===== src/sv/cdtp_pkg.sv =====
`timescale 1ns / 1ps
// ----------------------------------------------------------------------------
// cdtp_pkg
// shared types and constants of the countdown timer pool
// ----------------------------------------------------------------------------
package cdtp_pkg;

    // opcodes
    localparam logic [2:0] OP_ALLOC = 3'd0;
    localparam logic [2:0] OP_FREE  = 3'd1;
    localparam logic [2:0] OP_START = 3'd2;
    localparam logic [2:0] OP_CHECK = 3'd3;
    localparam logic [2:0] OP_TICK  = 3'd4;

    // slot states
    localparam logic [1:0] ST_UNUSED  = 2'd0;
    localparam logic [1:0] ST_IDLE    = 2'd1;
    localparam logic [1:0] ST_RUNNING = 2'd2;
    localparam logic [1:0] ST_ELAPSED = 2'd3;

    // check results
    localparam logic [1:0] CHK_RUNNING     = 2'd0;
    localparam logic [1:0] CHK_EXPIRED     = 2'd1;
    localparam logic [1:0] CHK_BAD_STATE   = 2'd2;
    localparam logic [1:0] CHK_BAD_HANDLE  = 2'd3;

    localparam logic [7:0]  HANDLE_PREFIX = 8'hCE;
    localparam logic [31:0] MAX_DELAY     = 32'h7FFF_FFFF;
    localparam logic [31:0] NO_COUNT      = 32'hFFFF_FFFF;

    typedef struct packed {
        logic [1:0]  status;
        logic [31:0] ticks;
    } slot_entry_t;

endpackage


===== src/sv/countdown_timer_pool.sv =====
`timescale 1ns / 1ps
// ----------------------------------------------------------------------------
// countdown_timer_pool
// pool of countdown timers behind 16-bit handles, slot state held in a
// single-port-write, registered-read memory
// ----------------------------------------------------------------------------
//
// channel   direction  handshake             payload
// -------   ---------  --------------------  ---------------------------
// in        input      in_valid / in_stall   opcode, handle, delay
// out       output     out_valid / out_stall ok, handle_out, status
//
// from accept, an item passes S_ISSUE, then S_LOOK (check, alloc with a valid handle)
// and/or S_SCAN (tick, alloc looking for a free slot), then S_DONE, which loads the
// output register. the memory gives one read per cycle, so alloc and tick sweep the
// slots one at a time; a new transfer is taken once the sequencer is back in S_IDLE.
// reset clears the per-entry valid bits, an entry never written reads as
// unused with no count; the memory itself is not cleared, so no clearing pass.
// a stalled result holds in the output register; the next item is taken and
// worked on, and only waits at its end until the output register frees.
//
module countdown_timer_pool #(
    parameter int SLOTS = 5
) (
    input  logic        clk,
    input  logic        rst_n,

    input  logic        in_valid,
    output logic        in_stall,
    input  logic [2:0]  opcode,
    input  logic [15:0] handle,
    input  logic [31:0] delay,

    output logic        out_valid,
    input  logic        out_stall,
    output logic        ok,
    output logic [15:0] handle_out,
    output logic [1:0]  status
);

    localparam int IW = (SLOTS > 1) ? $clog2(SLOTS) : 1;   // slot index width
    localparam int CW = $clog2(SLOTS + 1);                  // used count width

    // sequencer states, one-hot
    typedef enum logic [4:0] {
        S_IDLE  = 5'b00001,
        S_ISSUE = 5'b00010,
        S_LOOK  = 5'b00100,
        S_SCAN  = 5'b01000,
        S_DONE  = 5'b10000
    } state_t;

    state_t state_reg, state_next;

    // captured command
    logic [2:0]    op_reg;
    logic [15:0]   handle_reg;
    logic [31:0]   delay_reg;
    logic          hvalid_reg;
    logic [IW-1:0] hidx_reg;
    logic          hvalid;

    logic [CW-1:0] in_use_reg, in_use_next;
    logic [IW-1:0] scan_reg, scan_next;

    // result being built
    logic          res_ok_reg, res_ok_next;
    logic [15:0]   res_hout_reg, res_hout_next;
    logic [1:0]    res_status_reg, res_status_next;

    // output register
    logic          out_valid_reg;
    logic          out_ok_reg;
    logic [15:0]   out_hout_reg;
    logic [1:0]    out_status_reg;
    logic          out_load;

    // slot memory and its valid bits
    cdtp_pkg::slot_entry_t mem [SLOTS];
    logic [SLOTS-1:0]      vld_reg;
    logic                  rd_en;
    logic [IW-1:0]         rd_addr;
    cdtp_pkg::slot_entry_t rd_data_reg;
    logic                  rd_vld_reg;
    cdtp_pkg::slot_entry_t rd_entry;
    logic                  mem_we;
    logic [IW-1:0]         mem_waddr;
    cdtp_pkg::slot_entry_t mem_wdata;

    logic          in_accept;
    logic          scan_last;
    logic          pool_full;

    assign in_stall  = (state_reg != S_IDLE);
    assign in_accept = in_valid && !in_stall;

    // handle is valid when prefix matches and the index is inside the pool
    assign hvalid = (handle[15:8] == cdtp_pkg::HANDLE_PREFIX) && !handle[7]
                    && (32'(handle[7:0]) < SLOTS);

    // never-written entries read as the reset value
    assign rd_entry  = rd_vld_reg ? rd_data_reg
                                  : cdtp_pkg::slot_entry_t'{status: cdtp_pkg::ST_UNUSED,
                                                            ticks: cdtp_pkg::NO_COUNT};
    assign scan_last = (scan_reg == IW'(SLOTS - 1));
    assign pool_full = (in_use_reg >= CW'(SLOTS));

    // ------------------------------------------------------------------------
    // memory: one write, one registered read per cycle
    // ------------------------------------------------------------------------
    always_ff @(posedge clk)
    begin
        if (mem_we)
        begin
            mem[mem_waddr] <= mem_wdata;
        end
        if (rd_en)
        begin
            rd_data_reg <= mem[rd_addr];
        end
    end

    always_ff @(posedge clk or negedge rst_n)
    begin
        if (!rst_n)
        begin
            vld_reg    <= '0;
            rd_vld_reg <= 1'b0;
        end
        else
        begin
            if (mem_we)
            begin
                vld_reg[mem_waddr] <= 1'b1;
            end
            if (rd_en)
            begin
                rd_vld_reg <= vld_reg[rd_addr];
            end
        end
    end

    // ------------------------------------------------------------------------
    // command capture
    // ------------------------------------------------------------------------
    always_ff @(posedge clk)
    begin
        if (in_accept)
        begin
            op_reg     <= opcode;
            handle_reg <= handle;
            delay_reg  <= delay;
            hvalid_reg <= hvalid;
            hidx_reg   <= handle[IW-1:0];
        end
    end

    // ------------------------------------------------------------------------
    // sequencer
    // ------------------------------------------------------------------------
    always_comb
    begin
        state_next      = state_reg;
        in_use_next     = in_use_reg;
        scan_next       = scan_reg;
        res_ok_next     = res_ok_reg;
        res_hout_next   = res_hout_reg;
        res_status_next = res_status_reg;
        rd_en           = 1'b0;
        rd_addr         = hidx_reg;
        mem_we          = 1'b0;
        mem_waddr       = hidx_reg;
        mem_wdata       = rd_entry;
        out_load        = 1'b0;

        case (state_reg)
            S_IDLE:
            begin
                if (in_accept)
                begin
                    state_next = S_ISSUE;
                end
            end

            S_ISSUE:
            begin
                // defaults: input handle back, no success, status zero
                res_ok_next     = 1'b0;
                res_hout_next   = handle_reg;
                res_status_next = cdtp_pkg::CHK_RUNNING;
                state_next      = S_DONE;
                case (op_reg)
                    cdtp_pkg::OP_ALLOC:
                    begin
                        if (hvalid_reg && (in_use_reg != '0))
                        begin
                            rd_en      = 1'b1;
                            state_next = S_LOOK;
                        end
                        else if (!pool_full)
                        begin
                            rd_en      = 1'b1;
                            rd_addr    = '0;
                            scan_next  = '0;
                            state_next = S_SCAN;
                        end
                    end
                    cdtp_pkg::OP_FREE:
                    begin
                        // frees even an unused slot, count still drops
                        if (hvalid_reg && (in_use_reg != '0))
                        begin
                            mem_we        = 1'b1;
                            mem_wdata     = '{status: cdtp_pkg::ST_UNUSED,
                                              ticks: cdtp_pkg::NO_COUNT};
                            in_use_next   = in_use_reg - CW'(1);
                            res_ok_next   = 1'b1;
                            res_hout_next = '0;
                        end
                    end
                    cdtp_pkg::OP_START:
                    begin
                        if (hvalid_reg)
                        begin
                            mem_we      = 1'b1;
                            mem_wdata   = '{status: cdtp_pkg::ST_RUNNING,
                                            ticks: delay_reg[31] ? cdtp_pkg::MAX_DELAY
                                                                 : delay_reg};
                            res_ok_next = 1'b1;
                        end
                    end
                    cdtp_pkg::OP_CHECK:
                    begin
                        if (hvalid_reg)
                        begin
                            rd_en      = 1'b1;
                            state_next = S_LOOK;
                        end
                        else
                        begin
                            res_status_next = cdtp_pkg::CHK_BAD_HANDLE;
                        end
                    end
                    cdtp_pkg::OP_TICK:
                    begin
                        rd_en      = 1'b1;
                        rd_addr    = '0;
                        scan_next  = '0;
                        state_next = S_SCAN;
                    end
                    default:
                    begin
                        state_next = S_DONE;
                    end
                endcase
            end

            S_LOOK:
            begin
                // entry of the caller's slot is on the read port
                state_next = S_DONE;
                if (op_reg == cdtp_pkg::OP_CHECK)
                begin
                    if (rd_entry.status == cdtp_pkg::ST_ELAPSED)
                    begin
                        mem_we           = 1'b1;
                        mem_wdata.status = cdtp_pkg::ST_IDLE;
                        res_status_next  = cdtp_pkg::CHK_EXPIRED;
                    end
                    else if (rd_entry.status == cdtp_pkg::ST_RUNNING)
                    begin
                        res_status_next = cdtp_pkg::CHK_RUNNING;
                    end
                    else
                    begin
                        res_status_next = cdtp_pkg::CHK_BAD_STATE;
                    end
                end
                else
                begin
                    // alloc: confirm an idle slot, else look for a free one
                    if (rd_entry.status == cdtp_pkg::ST_IDLE)
                    begin
                        res_ok_next = 1'b1;
                    end
                    else if (!pool_full)
                    begin
                        rd_en      = 1'b1;
                        rd_addr    = '0;
                        scan_next  = '0;
                        state_next = S_SCAN;
                    end
                end
            end

            S_SCAN:
            begin
                // entry scan_reg is on the read port, fetch the next one
                mem_waddr = scan_reg;
                if (!scan_last)
                begin
                    rd_en     = 1'b1;
                    rd_addr   = scan_reg + IW'(1);
                    scan_next = scan_reg + IW'(1);
                end
                else
                begin
                    state_next = S_DONE;
                end
                if (op_reg == cdtp_pkg::OP_TICK)
                begin
                    if (rd_entry.status == cdtp_pkg::ST_RUNNING)
                    begin
                        if (rd_entry.ticks == '0)
                        begin
                            mem_we    = 1'b1;
                            mem_wdata = '{status: cdtp_pkg::ST_ELAPSED,
                                          ticks: cdtp_pkg::NO_COUNT};
                        end
                        else if (!rd_entry.ticks[31])
                        begin
                            mem_we          = 1'b1;
                            mem_wdata.ticks = rd_entry.ticks - 32'd1;
                        end
                    end
                end
                else if (rd_entry.status == cdtp_pkg::ST_UNUSED)
                begin
                    // alloc claims the first unused slot and stops
                    mem_we           = 1'b1;
                    mem_wdata.status = cdtp_pkg::ST_IDLE;
                    in_use_next      = in_use_reg + CW'(1);
                    res_ok_next      = 1'b1;
                    res_hout_next    = {cdtp_pkg::HANDLE_PREFIX, 8'(scan_reg)};
                    rd_en            = 1'b0;
                    state_next       = S_DONE;
                end
            end

            S_DONE:
            begin
                // wait for the output register to free up
                if (!out_valid_reg || !out_stall)
                begin
                    out_load   = 1'b1;
                    state_next = S_IDLE;
                end
            end

            default:
            begin
                state_next = S_IDLE;
            end
        endcase
    end

    always_ff @(posedge clk or negedge rst_n)
    begin
        if (!rst_n)
        begin
            state_reg  <= S_IDLE;
            in_use_reg <= '0;
        end
        else
        begin
            state_reg  <= state_next;
            in_use_reg <= in_use_next;
        end
    end

    always_ff @(posedge clk)
    begin
        scan_reg       <= scan_next;
        res_ok_reg     <= res_ok_next;
        res_hout_reg   <= res_hout_next;
        res_status_reg <= res_status_next;
    end

    // ------------------------------------------------------------------------
    // output register
    // ------------------------------------------------------------------------
    always_ff @(posedge clk or negedge rst_n)
    begin
        if (!rst_n)
        begin
            out_valid_reg <= 1'b0;
        end
        else if (out_load)
        begin
            out_valid_reg <= 1'b1;
        end
        else if (!out_stall)
        begin
            out_valid_reg <= 1'b0;
        end
    end

    always_ff @(posedge clk)
    begin
        if (out_load)
        begin
            out_ok_reg     <= res_ok_reg;
            out_hout_reg   <= res_hout_reg;
            out_status_reg <= res_status_reg;
        end
    end

    assign out_valid  = out_valid_reg;
    assign ok         = out_ok_reg;
    assign handle_out = out_hout_reg;
    assign status     = out_status_reg;

`ifndef NO_ASSERTIONS
    // used count stays within the pool
    a_in_use_bound: assert property (@(posedge clk) disable iff (!rst_n)
        in_use_reg <= CW'(SLOTS))
        else $error("slots in use above pool size");

    // a sweep never writes the entry it is reading in the same cycle
    a_no_rw_clash: assert property (@(posedge clk) disable iff (!rst_n)
        !(mem_we && rd_en && (mem_waddr == rd_addr)))
        else $error("memory read and write to the same slot");

    // an accepted transfer starts the sequencer
    a_accept_issue: assert property (@(posedge clk) disable iff (!rst_n)
        in_accept |=> (state_reg == S_ISSUE))
        else $error("accepted item not issued");

    // the output register is only reloaded once its result has been taken
    a_no_overwrite: assert property (@(posedge clk) disable iff (!rst_n)
        out_load |-> (!out_valid_reg || !out_stall))
        else $error("pending result overwritten");
`endif

endmodule

===== config.mk =====
export PLATFORM = sky130hd
export DESIGN_NAME = countdown_timer_pool
export DESIGN_NICKNAME = d
export VERILOG_FILES = /design/src/sv/cdtp_pkg.sv /design/src/sv/countdown_timer_pool.sv
export SDC_FILE = /design/constraint.sdc
export NUM_CORES = 1
export LEC_CHECK = 0
export BUFFER_PORTS_ARGS = -buffer_cell sky130_fd_sc_hd__buf_4
export CORE_MARGIN = 2
export CORE_UTILIZATION = 60
export DETAILED_ROUTE_END_ITERATION = 6
export PLACE_DENSITY = 0.79
export SYNTH_ARGS = -nofsm -noshare
export SYNTH_HDL_FRONTEND = slang
export SYNTH_SLANG_ARGS = --single-unit

===== constraint.sdc =====
create_clock -name clk -period 5.55 [get_ports clk]
set_input_delay 0.2775 -clock clk [delete_from_list [all_inputs] [get_ports clk]]
set_output_delay 0.2775 -clock clk [all_outputs]
set_load 0.005 [all_outputs]

==> results.py, run 1 <==
metrics = {
    "outcome": {
        "outcome": "finished clean",
    },
    "critical_path": {
        "end_kind": "register",
        "critPathLaunchType": "register",
        "critPathMaxFanout": 17,
        "critPathKind": "register to register",
        "required_ns": 5.87,
        "r2r_slack_ns": 1.17,
        "r2r_cells": 10,
        "arrival_ns": 4.70,
    },
    "sta": {
        "holdWs_ns": 0.155,
        "worst_pin_slew_ns": 1.26,
        "setup_viol": 0,
        "final-max-slew-violation-count": 0,
        "min_period_ns": 4.38,
        "finalCritPeriodShare": 0.790,
        "finalHoldViolCount": 0,
        "rsz0062_at_grt": "no",
        "fin_tns_setup_ns": 0,
        "final.setup_skew_ns": 0.0173,
        "relSlewSlack": 0.155,
        "fmax_ghz": 0.228,
    },
    "grt": {
        "grt_pass1_wl_um": 50800,
        "grt_overflow": 0,
        "grt_pass1_vias": 9180,
        "grt_usage": 0.275,
        "grt_max_degree": 53,
        "antenna_found_initial": 0,
    },
    "clocking": {
        "cts_tree": "done",
        "clk_latency_ns": 0.56,
        "ctsResizeCount": 0,
        "cts.sinks": 312,
        "clock_path_buffers": 3,
        "post_cts_buffers": 0,
        "cts-htree-levels": 1,
        "numCtsBuffers": 31,
        "clockRootBuffer": "clkbuf_16",
        "clkTransAtPathRegs_ns": 0.07,
        "cts_hold_buf": 54,
    },
    "cells_and_area": {
        "drive_above_1_share": 0.183,
        "layout_common_cells": "297 x edfxtp_1, 99 x o21ai_0, 97 x buf_4",
        "areaGrowthSynthToFinish_pct": 18.6,
        "largest_reg_flops": 170,
        "diodes": 0,
        "nFillCells": 1449,
        "layoutNonFillerInstCount": 1443,
        "multi_input_area_um2": 4210,
        "regArea_um2": 9300,
        "layout_commonest_cell": "edfxtp_1",
        "fin_util": 0.721,
        "nNetsFinal": 1193,
    },
    "drt": {
        "routed_via_density": 6.41,
        "avgRoutedWirePerCell_um": 22.8,
        "ant_nets": 0,
        "first_pass_iters": 6,
        "drc": 0,
        "vias": 9256,
        "wl_um": 32900,
        "drt_iter0_markers": 1190,
    },
    "place": {
        "dpl.cell_count": 1332,
        "io_buffers": 75,
        "hpwl_um": 19300,
        "gp_congestion": 0.932,
    },
    "logic_synthesis": {
        "syn_nets": 1068,
        "ys_warn_count": 0,
        "ys_seq_area_frac": 0.678,
        "synthFlopType": "edfxtp_1",
        "avgSynthCellArea_um2": 13.6,
        "syn_inst": 1009,
        "synth_area_um2": 13700,
        "synth_seq_cells": 312,
        "async_reset_ff_frac": 0.0481,
        "synth_area_leaders": "edfxtp_1 65%, mux2i_1 5.5%, o21ai_0 3.6%, mux2_2 3.1%, dfrtp_1 2.6%",
        "synth_top_area_cell": "edfxtp_1",
        "synth-edff-count": 297,
        "ys_types": 70,
        "synth_top_area_share": 0.650,
    },
    "floorplanning": {
        "fp.dieW_um": 155,
        "io-pin-count": 76,
        "coreArea_um2": 22600,
        "start_util": 0.608,
        "rows": 55,
        "die_h_um": 155,
        "dieArea_um2": 24100,
    },
    "hold_path": {
        "hold_path_class": "input pin to async pin",
    },
    "power_and_ir_drop": {
        "p_total_mw": 6.79,
        "leakage_nw": 5.64,
        "power_density_nw_per_um2": 417,
        "vdd_ir_drop_max_mv": 0.273,
    },
    "run": {
        "maxCapViolCount": 0,
    },
}
cell usage after synthesis, drive strengths merged (3+ instances only):
| library cell | n |
|---|---|
| edfxtp | 297 |
| or2 | 11 |
| a31oi | 12 |
| o221ai | 10 |
| nand2 | 82 |
| xor2 | 3 |
| buf | 16 |
| o22ai | 3 |
| nor2b | 6 |
| or3 | 14 |
| o31ai | 3 |
| nand2b | 16 |
| o311ai | 3 |
| o211ai | 23 |
| xnor2 | 6 |
| nor4 | 10 |
| nor3 | 29 |
| o31a | 3 |
| a21o | 4 |
| a21oi | 17 |
| nor4b | 4 |
| ha | 3 |
| nor2 | 56 |
| dfrtp | 14 |
| clkbuf | 44 |
| and2 | 7 |
| or4 | 10 |
| nand3 | 24 |
| o21ai | 102 |
| nand3b | 5 |
| mux2i | 76 |
| and3 | 9 |
| nor3b | 4 |
| inv | 9 |
| mux2 | 38 |
| nand4 | 8 |
kinds of logic after synthesis:
logic type / after synthesis / synth area share
XOR/XNOR: 9 / 0.00575
adder cells (fa/ha/maj): 4 / 0.00420
buffers and inverters: 71 / 0.0211
AO/OA/AOI/OAI: 195 / 0.0867
AND/OR/NAND/NOR: 304 / 0.118
flip-flops: 312 / 0.678
multiplexers: 114 / 0.0867
where the power goes:
group / total [mW] / internal, mW / switching [mW]
Combinational: 1.45 / 0.545 / 0.908
Clock: 2.22 / 1.34 / 0.876
Sequential: 3.11 / 2.99 / 0.128
cell type report:
type | instances | area share
flip-flops and latches | 312 | 0.571
clock inverters | 22 | 0.0178
clock buffers | 35 | 0.0486
multi-input cells | 626 | 0.259
inverters | 11 | 0.00254
well taps | 285 | 0.0219
repair buffers | 152 | 0.0792
path summary, 6_finish.rpt:
path | from | to
setup / recovery | rd_vld_reg | mem[1][8]
hold / removal | rst_n | rd_vld_reg
setup reg to reg | rd_vld_reg | mem[1][8]
hold reg to reg | res_hout_reg[14] | handle_out[14]
max in group asynchronous | rst_n | state_reg[0]
min in group clk | res_hout_reg[14] | handle_out[14]
worst max-delay path, stage by stage, from the launching register on:
cell and delay [ns]:
dfrtp_1 0.35, clkinv_1 0.20, nor2_1 0.30, ha_1 0.19
nor4bb_1 0.54, or4bb_1 0.53, or4_4 0.46, nor4_4 0.87
o211ai_1 0.19, a21boi_0 0.17, o221ai_1 0.35
through the flow:
step                instance area, µm²  worst slack [ns]
finish                           16300              1.17
global route                     16300             0.897
CTS                              16300              1.22
detailed placement               14700              1.25
global placement                 14700              1.47
floorplan                        13700             0.960
layer usage:
metal  up-vias  part of all wire  track usage
li1       4135                 -            -
met1      4504              0.39        0.381
met2       530              0.47        0.441
met3        87             0.097       0.0501
met4         0             0.035        0.108
met5         -                 0            0
No activity file was read; power rests on OpenSTA's default activity.
==> inputs of run 2 (changes only) <==
--- a/config.mk
+++ b/config.mk
@@ -7,9 +7,9 @@
 export LEC_CHECK = 0
 export BUFFER_PORTS_ARGS = -buffer_cell sky130_fd_sc_hd__buf_4
 export CORE_MARGIN = 2
-export CORE_UTILIZATION = 60
+export CORE_UTILIZATION = 55
 export DETAILED_ROUTE_END_ITERATION = 6
-export PLACE_DENSITY = 0.79
+export PLACE_DENSITY = 0.76
 export SYNTH_ARGS = -nofsm -noshare
 export SYNTH_HDL_FRONTEND = slang
 export SYNTH_SLANG_ARGS = --single-unit
==> constraint.sdc (replaced) <==
create_clock -name clk -period 3.6 [get_ports clk]
set_input_delay 0.18 -clock clk [delete_from_list [all_inputs] [get_ports clk]]
set_output_delay 0.18 -clock clk [all_outputs]
set_load 0.005 [all_outputs]
==> run 2 against run 1 <==
Compared with the run above: flip-flop and latch count did not move; via count rose by 0.35%; power rose by 50%; count of clock-buffer cells in the layout rose by 10; final area rose by 2.1%; fmax rose by 27%; global-route usage fell by 2.3 points; setup slack got worse by 1.0 ns; first-iteration DRC count rose by 0.92%; hold slack got worse by 0.13 ns; combinational power rose by 68%; critical path type unchanged.
==> results.py, run 2 (same netlist as run 1, synthesis figures left out) <==
metrics = {
    "critical_path": {
        "critPathMaxFanout": 28,
        "arrival_ns": 3.77,
        "crit_path_end": "rd_data_reg[16]",
        "cpMaxStageDelayCell": "edfxtp_1",
        "reg2reg_from": "op_reg[2]",
        "cpLargestDelayFamily": "compound AO/OA/AOI/OAI gates",
        "worstPathCellList": "nand3b_1 -> a311oi_1 -> a31oi_1 -> a31oi_4 -> buf_12 -> buf_4 -> mux2i_1 -> mux2_2 -> o21ai_0",
        "end_kind": "register",
        "worst-path-stages": 9,
        "critPathKind": "register to register",
        "max_stage_delay_ns": 0.60,
        "r2r_slack_ns": 0.15,
        "critPathBufInv": 2,
        "r2r-end": "rd_data_reg[16]",
        "crit_start": "op_reg[2]",
        "r2r_cells": 9,
        "critPathLaunchType": "register",
        "required_ns": 3.93,
    },
    "power_and_ir_drop": {
        "cellInternalPower_mw": 7.19,
        "power_switching_mw": 2.96,
        "switching_share": 0.292,
        "vdd_ir_drop_max_mv": 0.417,
        "leakage_nw": 5.77,
        "pwr-share-seq": 0.472,
        "clkPwrFrac": 0.288,
        "power_frac_comb": 0.239,
        "power_density_nw_per_um2": 612,
    },
    "floorplanning": {
        "coreArea_um2": 24400,
        "io-pin-count": 76,
        "fp.dieW_um": 162,
        "rows": 57,
        "die_h_um": 162,
        "dieArea_um2": 26200,
        "start_util": 0.562,
    },
    "place": {
        "hpwl_um": 20500,
        "io_buffers": 75,
        "place_ws_ns": 0.0634,
        "gp_congestion": 0.949,
    },
    "grt": {
        "grt_overflow": 0,
        "grt_pass1_vias": 9144,
        "grt_max_degree": 41,
        "grt_pass1_wl_um": 50900,
        "antenna_found_initial": 0,
        "grt_usage": 0.252,
    },
    "cells_and_area": {
        "fin_util": 0.681,
        "layout_common_cells": "297 x edfxtp_1, 112 x buf_4, 98 x o21ai_0",
        "layout_commonest_cell": "edfxtp_1",
        "drive_above_1_share": 0.209,
        "largest_reg_flops": 170,
        "nFillCells": 1670,
        "diodes": 0,
        "areaGrowthSynthToFinish_pct": 21.1,
        "nNetsFinal": 1220,
    },
    "clocking": {
        "clkTransAtPathRegs_ns": 0.06,
        "clk_latency_ns": 0.56,
        "cts_tree": "done",
        "clock_path_buffers": 3,
        "cts-htree-levels": 1,
        "clockRootBuffer": "clkbuf_16",
        "cts.sinks": 312,
        "numCtsBuffers": 31,
    },
    "sta": {
        "final.setup_skew_ns": 0.0113,
        "finalCritPeriodShare": 0.958,
        "final-max-slew-violation-count": 0,
        "worst_pin_slew_ns": 1.07,
        "fmax_ghz": 0.290,
        "finalWorstSetupSlack_ns": 0.153,
        "finalHoldViolCount": 0,
        "relSlewSlack": 0.287,
        "rsz0062_at_grt": "no",
        "min_period_ns": 3.45,
        "setup_viol": 0,
    },
    "drt": {
        "routed_via_density": 6.16,
        "first_pass_iters": 5,
        "vias": 9288,
        "avgRoutedWirePerCell_um": 21.7,
        "drt_iter0_markers": 1201,
        "ant_nets": 0,
        "wl_um": 32700,
        "drc": 0,
    },
    "hold_path": {
        "hold_path_class": "input pin to async pin",
    },
    "outcome": {
        "outcome": "finished clean",
    },
    "run": {
        "maxCapViolCount": 0,
    },
}
## run 2: through the flow
stage	hold slack, ns	area (µm²)	setup TNS (ns)	std cells	total power [mW]
after detailed placement	0.0511	15100	0	1395	7.17
after floorplan	-0.116	13800	-1.28	1009	6.39
after global placement	0.0494	15100	0	1395	7.09
after global routing	0.0509	16600	0	1509	10.6
after CTS	0.0164	16500	0	1506	10.1
final	0.0257	16600	0	1509	10.2
## run 2: final cells by class
class / instances / area (µm²) / share of cell area
flip-flops and latches: 312 / 9300 / 0.560
multi-input cells: 626 / 4300 / 0.259
repair buffers: 179 / 1640 / 0.0988
clock buffers: 45 / 848 / 0.0511
well taps: 324 / 405 / 0.0244
clock inverters: 12 / 67.6 / 0.00407
inverters: 11 / 46.3 / 0.00279
## run 2: how the worst min path moves through the flow
stage                     cells after the start            end  slack [ns]  startpoint
after detailed placement                      1  in_use_reg[0]        0.05       rst_n
after global routing                          2   state_reg[1]        0.05       rst_n
final                                         2   state_reg[1]        0.03       rst_n
after global placement                        1   state_reg[1]        0.05       rst_n
after CTS                                     2   state_reg[1]        0.02       rst_n
after floorplan                               0  in_use_reg[0]       -0.12       rst_n
## run 2: what timing repair did
action                                  in CTS  in global routing
hold buffers                                54                  0
hold endpoints to repair                    69                  0
gates resized for setup                      0                  7
setup buffers                                0                  3
endpoints found under the setup margin       0                 84
## run 2: power groups by stage
stage	sequential (mW)	clock [mW]	combinational [mW]
4_1_cts	4.79	2.96	2.37
3_3_place_gp	4.85	0	2.24
6_report	4.80	2.93	2.43
2_1_floorplan	4.79	0	1.60
5_1_grt	4.83	3.12	2.64
3_5_place_dp	4.86	0	2.31
## run 2: per-layer routing
metal	vias to the layer above	global-route usage	routed length, µm
met4	0	0.0792	854
met1	4544	0.357	13400
met3	71	0.0294	2640
li1	4191	-	-
met2	482	0.415	15800
met5	-	0	0
==> inputs of run 3 (changes only) <==
--- a/config.mk
+++ b/config.mk
@@ -10,6 +10,7 @@
 export CORE_UTILIZATION = 55
 export DETAILED_ROUTE_END_ITERATION = 6
 export PLACE_DENSITY = 0.76
+export SETUP_SLACK_MARGIN = 0.2
 export SYNTH_ARGS = -nofsm -noshare
 export SYNTH_HDL_FRONTEND = slang
 export SYNTH_SLANG_ARGS = --single-unit
==> run 3 against run 2 <==
Compared with the run above: hold slack got worse by 0.0056 ns; via count is 0.37% lower; sequential power is essentially flat; first-iteration DRC count down 9.6%; count of clock-buffer cells in the layout is 8 lower; register-to-register slack better by 0.15 ns; power increased by 1.1%; setup slack better by 0.15 ns; critical endpoint is now mem[4][0]; largest cell class unchanged.
==> results.py, run 3 (same netlist as run 1, synthesis figures left out) <==
metrics = {
    "floorplanning": {
        "io-pin-count": 76,
        "rows": 57,
        "start_util": 0.562,
        "fp.dieW_um": 162,
        "die_h_um": 162,
        "coreArea_um2": 24400,
        "dieArea_um2": 26200,
    },
    "drt": {
        "avgRoutedWirePerCell_um": 21.4,
        "drt_iter0_markers": 1086,
        "first_pass_iters": 5,
        "wl_um": 32400,
        "vias": 9254,
        "ant_nets": 0,
        "routed_via_density": 6.10,
        "drc": 0,
    },
    "cells_and_area": {
        "drive_above_1_share": 0.220,
        "multi_input_area_um2": 4330,
        "areaGrowthSynthToFinish_pct": 21.4,
        "diodes": 0,
        "layout_common_cells": "297 x edfxtp_1, 124 x buf_4, 96 x o21ai_0",
        "nNetsFinal": 1228,
        "regArea_um2": 9300,
        "largest_reg_flops": 170,
        "layout_commonest_cell": "edfxtp_1",
        "nFillCells": 1691,
        "fin_util": 0.683,
    },
    "grt": {
        "grt_overflow": 0,
        "grt_pass1_wl_um": 50700,
        "grt_pass1_vias": 9127,
        "grt_usage": 0.249,
        "grt_max_degree": 39,
        "antenna_found_initial": 0,
    },
    "sta": {
        "relSlewSlack": 0.268,
        "finalHoldViolCount": 0,
        "final.setup_skew_ns": 0.00974,
        "worst_pin_slew_ns": 1.10,
        "setup_viol": 0,
        "finalCritPeriodShare": 0.915,
        "min_period_ns": 3.29,
        "fmax_ghz": 0.304,
        "final-max-slew-violation-count": 0,
        "fin_tns_setup_ns": 0,
        "rsz0062_at_grt": "no",
    },
    "clocking": {
        "numCtsBuffers": 31,
        "clk_latency_ns": 0.55,
        "cts.sinks": 312,
        "cts-htree-levels": 1,
        "cts_tree": "done",
        "clock_path_buffers": 3,
        "clkTransAtPathRegs_ns": 0.07,
        "clockRootBuffer": "clkbuf_16",
    },
    "critical_path": {
        "cpMostUsedCell": "or4_4",
        "r2r-end": "mem[4][0]",
        "critPathBufInv": 1,
        "cpLargestDelayFamily": "simple AND/OR/NAND/NOR gates",
        "required_ns": 3.95,
        "arrival_ns": 3.64,
        "r2r_cells": 10,
        "r2r_slack_ns": 0.31,
        "cpMaxStageDelayCell": "or4_4",
        "end_kind": "register",
        "critPathLaunchType": "register",
        "critPathMaxFanout": 8,
        "worstPathCellList": "clkinv_4 -> nor2_4 -> ha_2 -> nor4bb_4 -> or4bb_1 -> or4_4 -> or4_4 -> nor2_8 -> nor4_1 -> o21ai_1",
        "max_stage_delay_ns": 0.54,
        "critPathKind": "register to register",
        "reg2reg_from": "rd_vld_reg",
    },
    "place": {
        "io_buffers": 75,
        "gp_congestion": 0.976,
        "hpwl_um": 20100,
    },
    "power_and_ir_drop": {
        "p_total_mw": 10.3,
        "power_density_nw_per_um2": 617,
        "vdd_ir_drop_max_mv": 0.437,
        "leakage_nw": 5.82,
    },
    "outcome": {
        "outcome": "finished clean",
    },
    "run": {
        "maxCapViolCount": 0,
    },
    "hold_path": {
        "hold_path_class": "input pin to async pin",
    },
}
run 3: power by group:
part	total (mW)	internal [mW]	switching [mW]
Combinational	2.44	0.973	1.46
Sequential	4.79	4.60	0.187
Clock	3.05	1.73	1.33
run 3: layout make-up:
cell class              instances  area share
repair buffers                186      0.0974
flip-flops and latches        312       0.558
clock inverters                20     0.00961
multi-input cells             627       0.260
clock buffers                  37      0.0479
well taps                     324      0.0243
inverters                      11     0.00278
run 3: how the worst max path moves through the flow:
stage	startpoint	endpoint	slack [ns]	cells after the start
6_report	rd_vld_reg	mem[4][0]	0.31	10
5_1_grt	rd_vld_reg	mem[3][0]	0.20	10
4_1_cts	rd_vld_reg	mem[4][0]	0.22	10
3_5_place_dp	rd_vld_reg	mem[1][25]	0.09	10
3_3_place_gp	rd_vld_reg	mem[0][25]	0.21	10
2_1_floorplan	rd_vld_reg	mem[0][25]	0.17	14
run 3: routing by layer:
metal | vias up | part of all wire | GRT usage
li1 | 4200 | - | -
met1 | 4528 | 0.41 | 0.349
met2 | 438 | 0.48 | 0.413
met3 | 88 | 0.081 | 0.0355
met4 | 0 | 0.029 | 0.0712
met5 | - | 0 | 0
run 3: per-stage QoR:
step	setup slack [ns]	hold slack, ns	area [µm²]	cells
after floorplan	0.174	-0.116	13800	1009
after global placement	0.206	0.0515	15100	1398
after detailed placement	0.0899	0.0525	15100	1398
after CTS	0.217	0.0115	16600	1510
after global routing	0.204	0.0326	16700	1517
final	0.306	0.0201	16700	1517
run 3: what timing repair did:
item,CTS,global route
buffers inserted,0,7
gates resized for setup,5,6
setup endpoints to repair,66,145
hold buffers,54,0
pin swaps,5,5
cloned,1,0
hold endpoints to repair,69,0
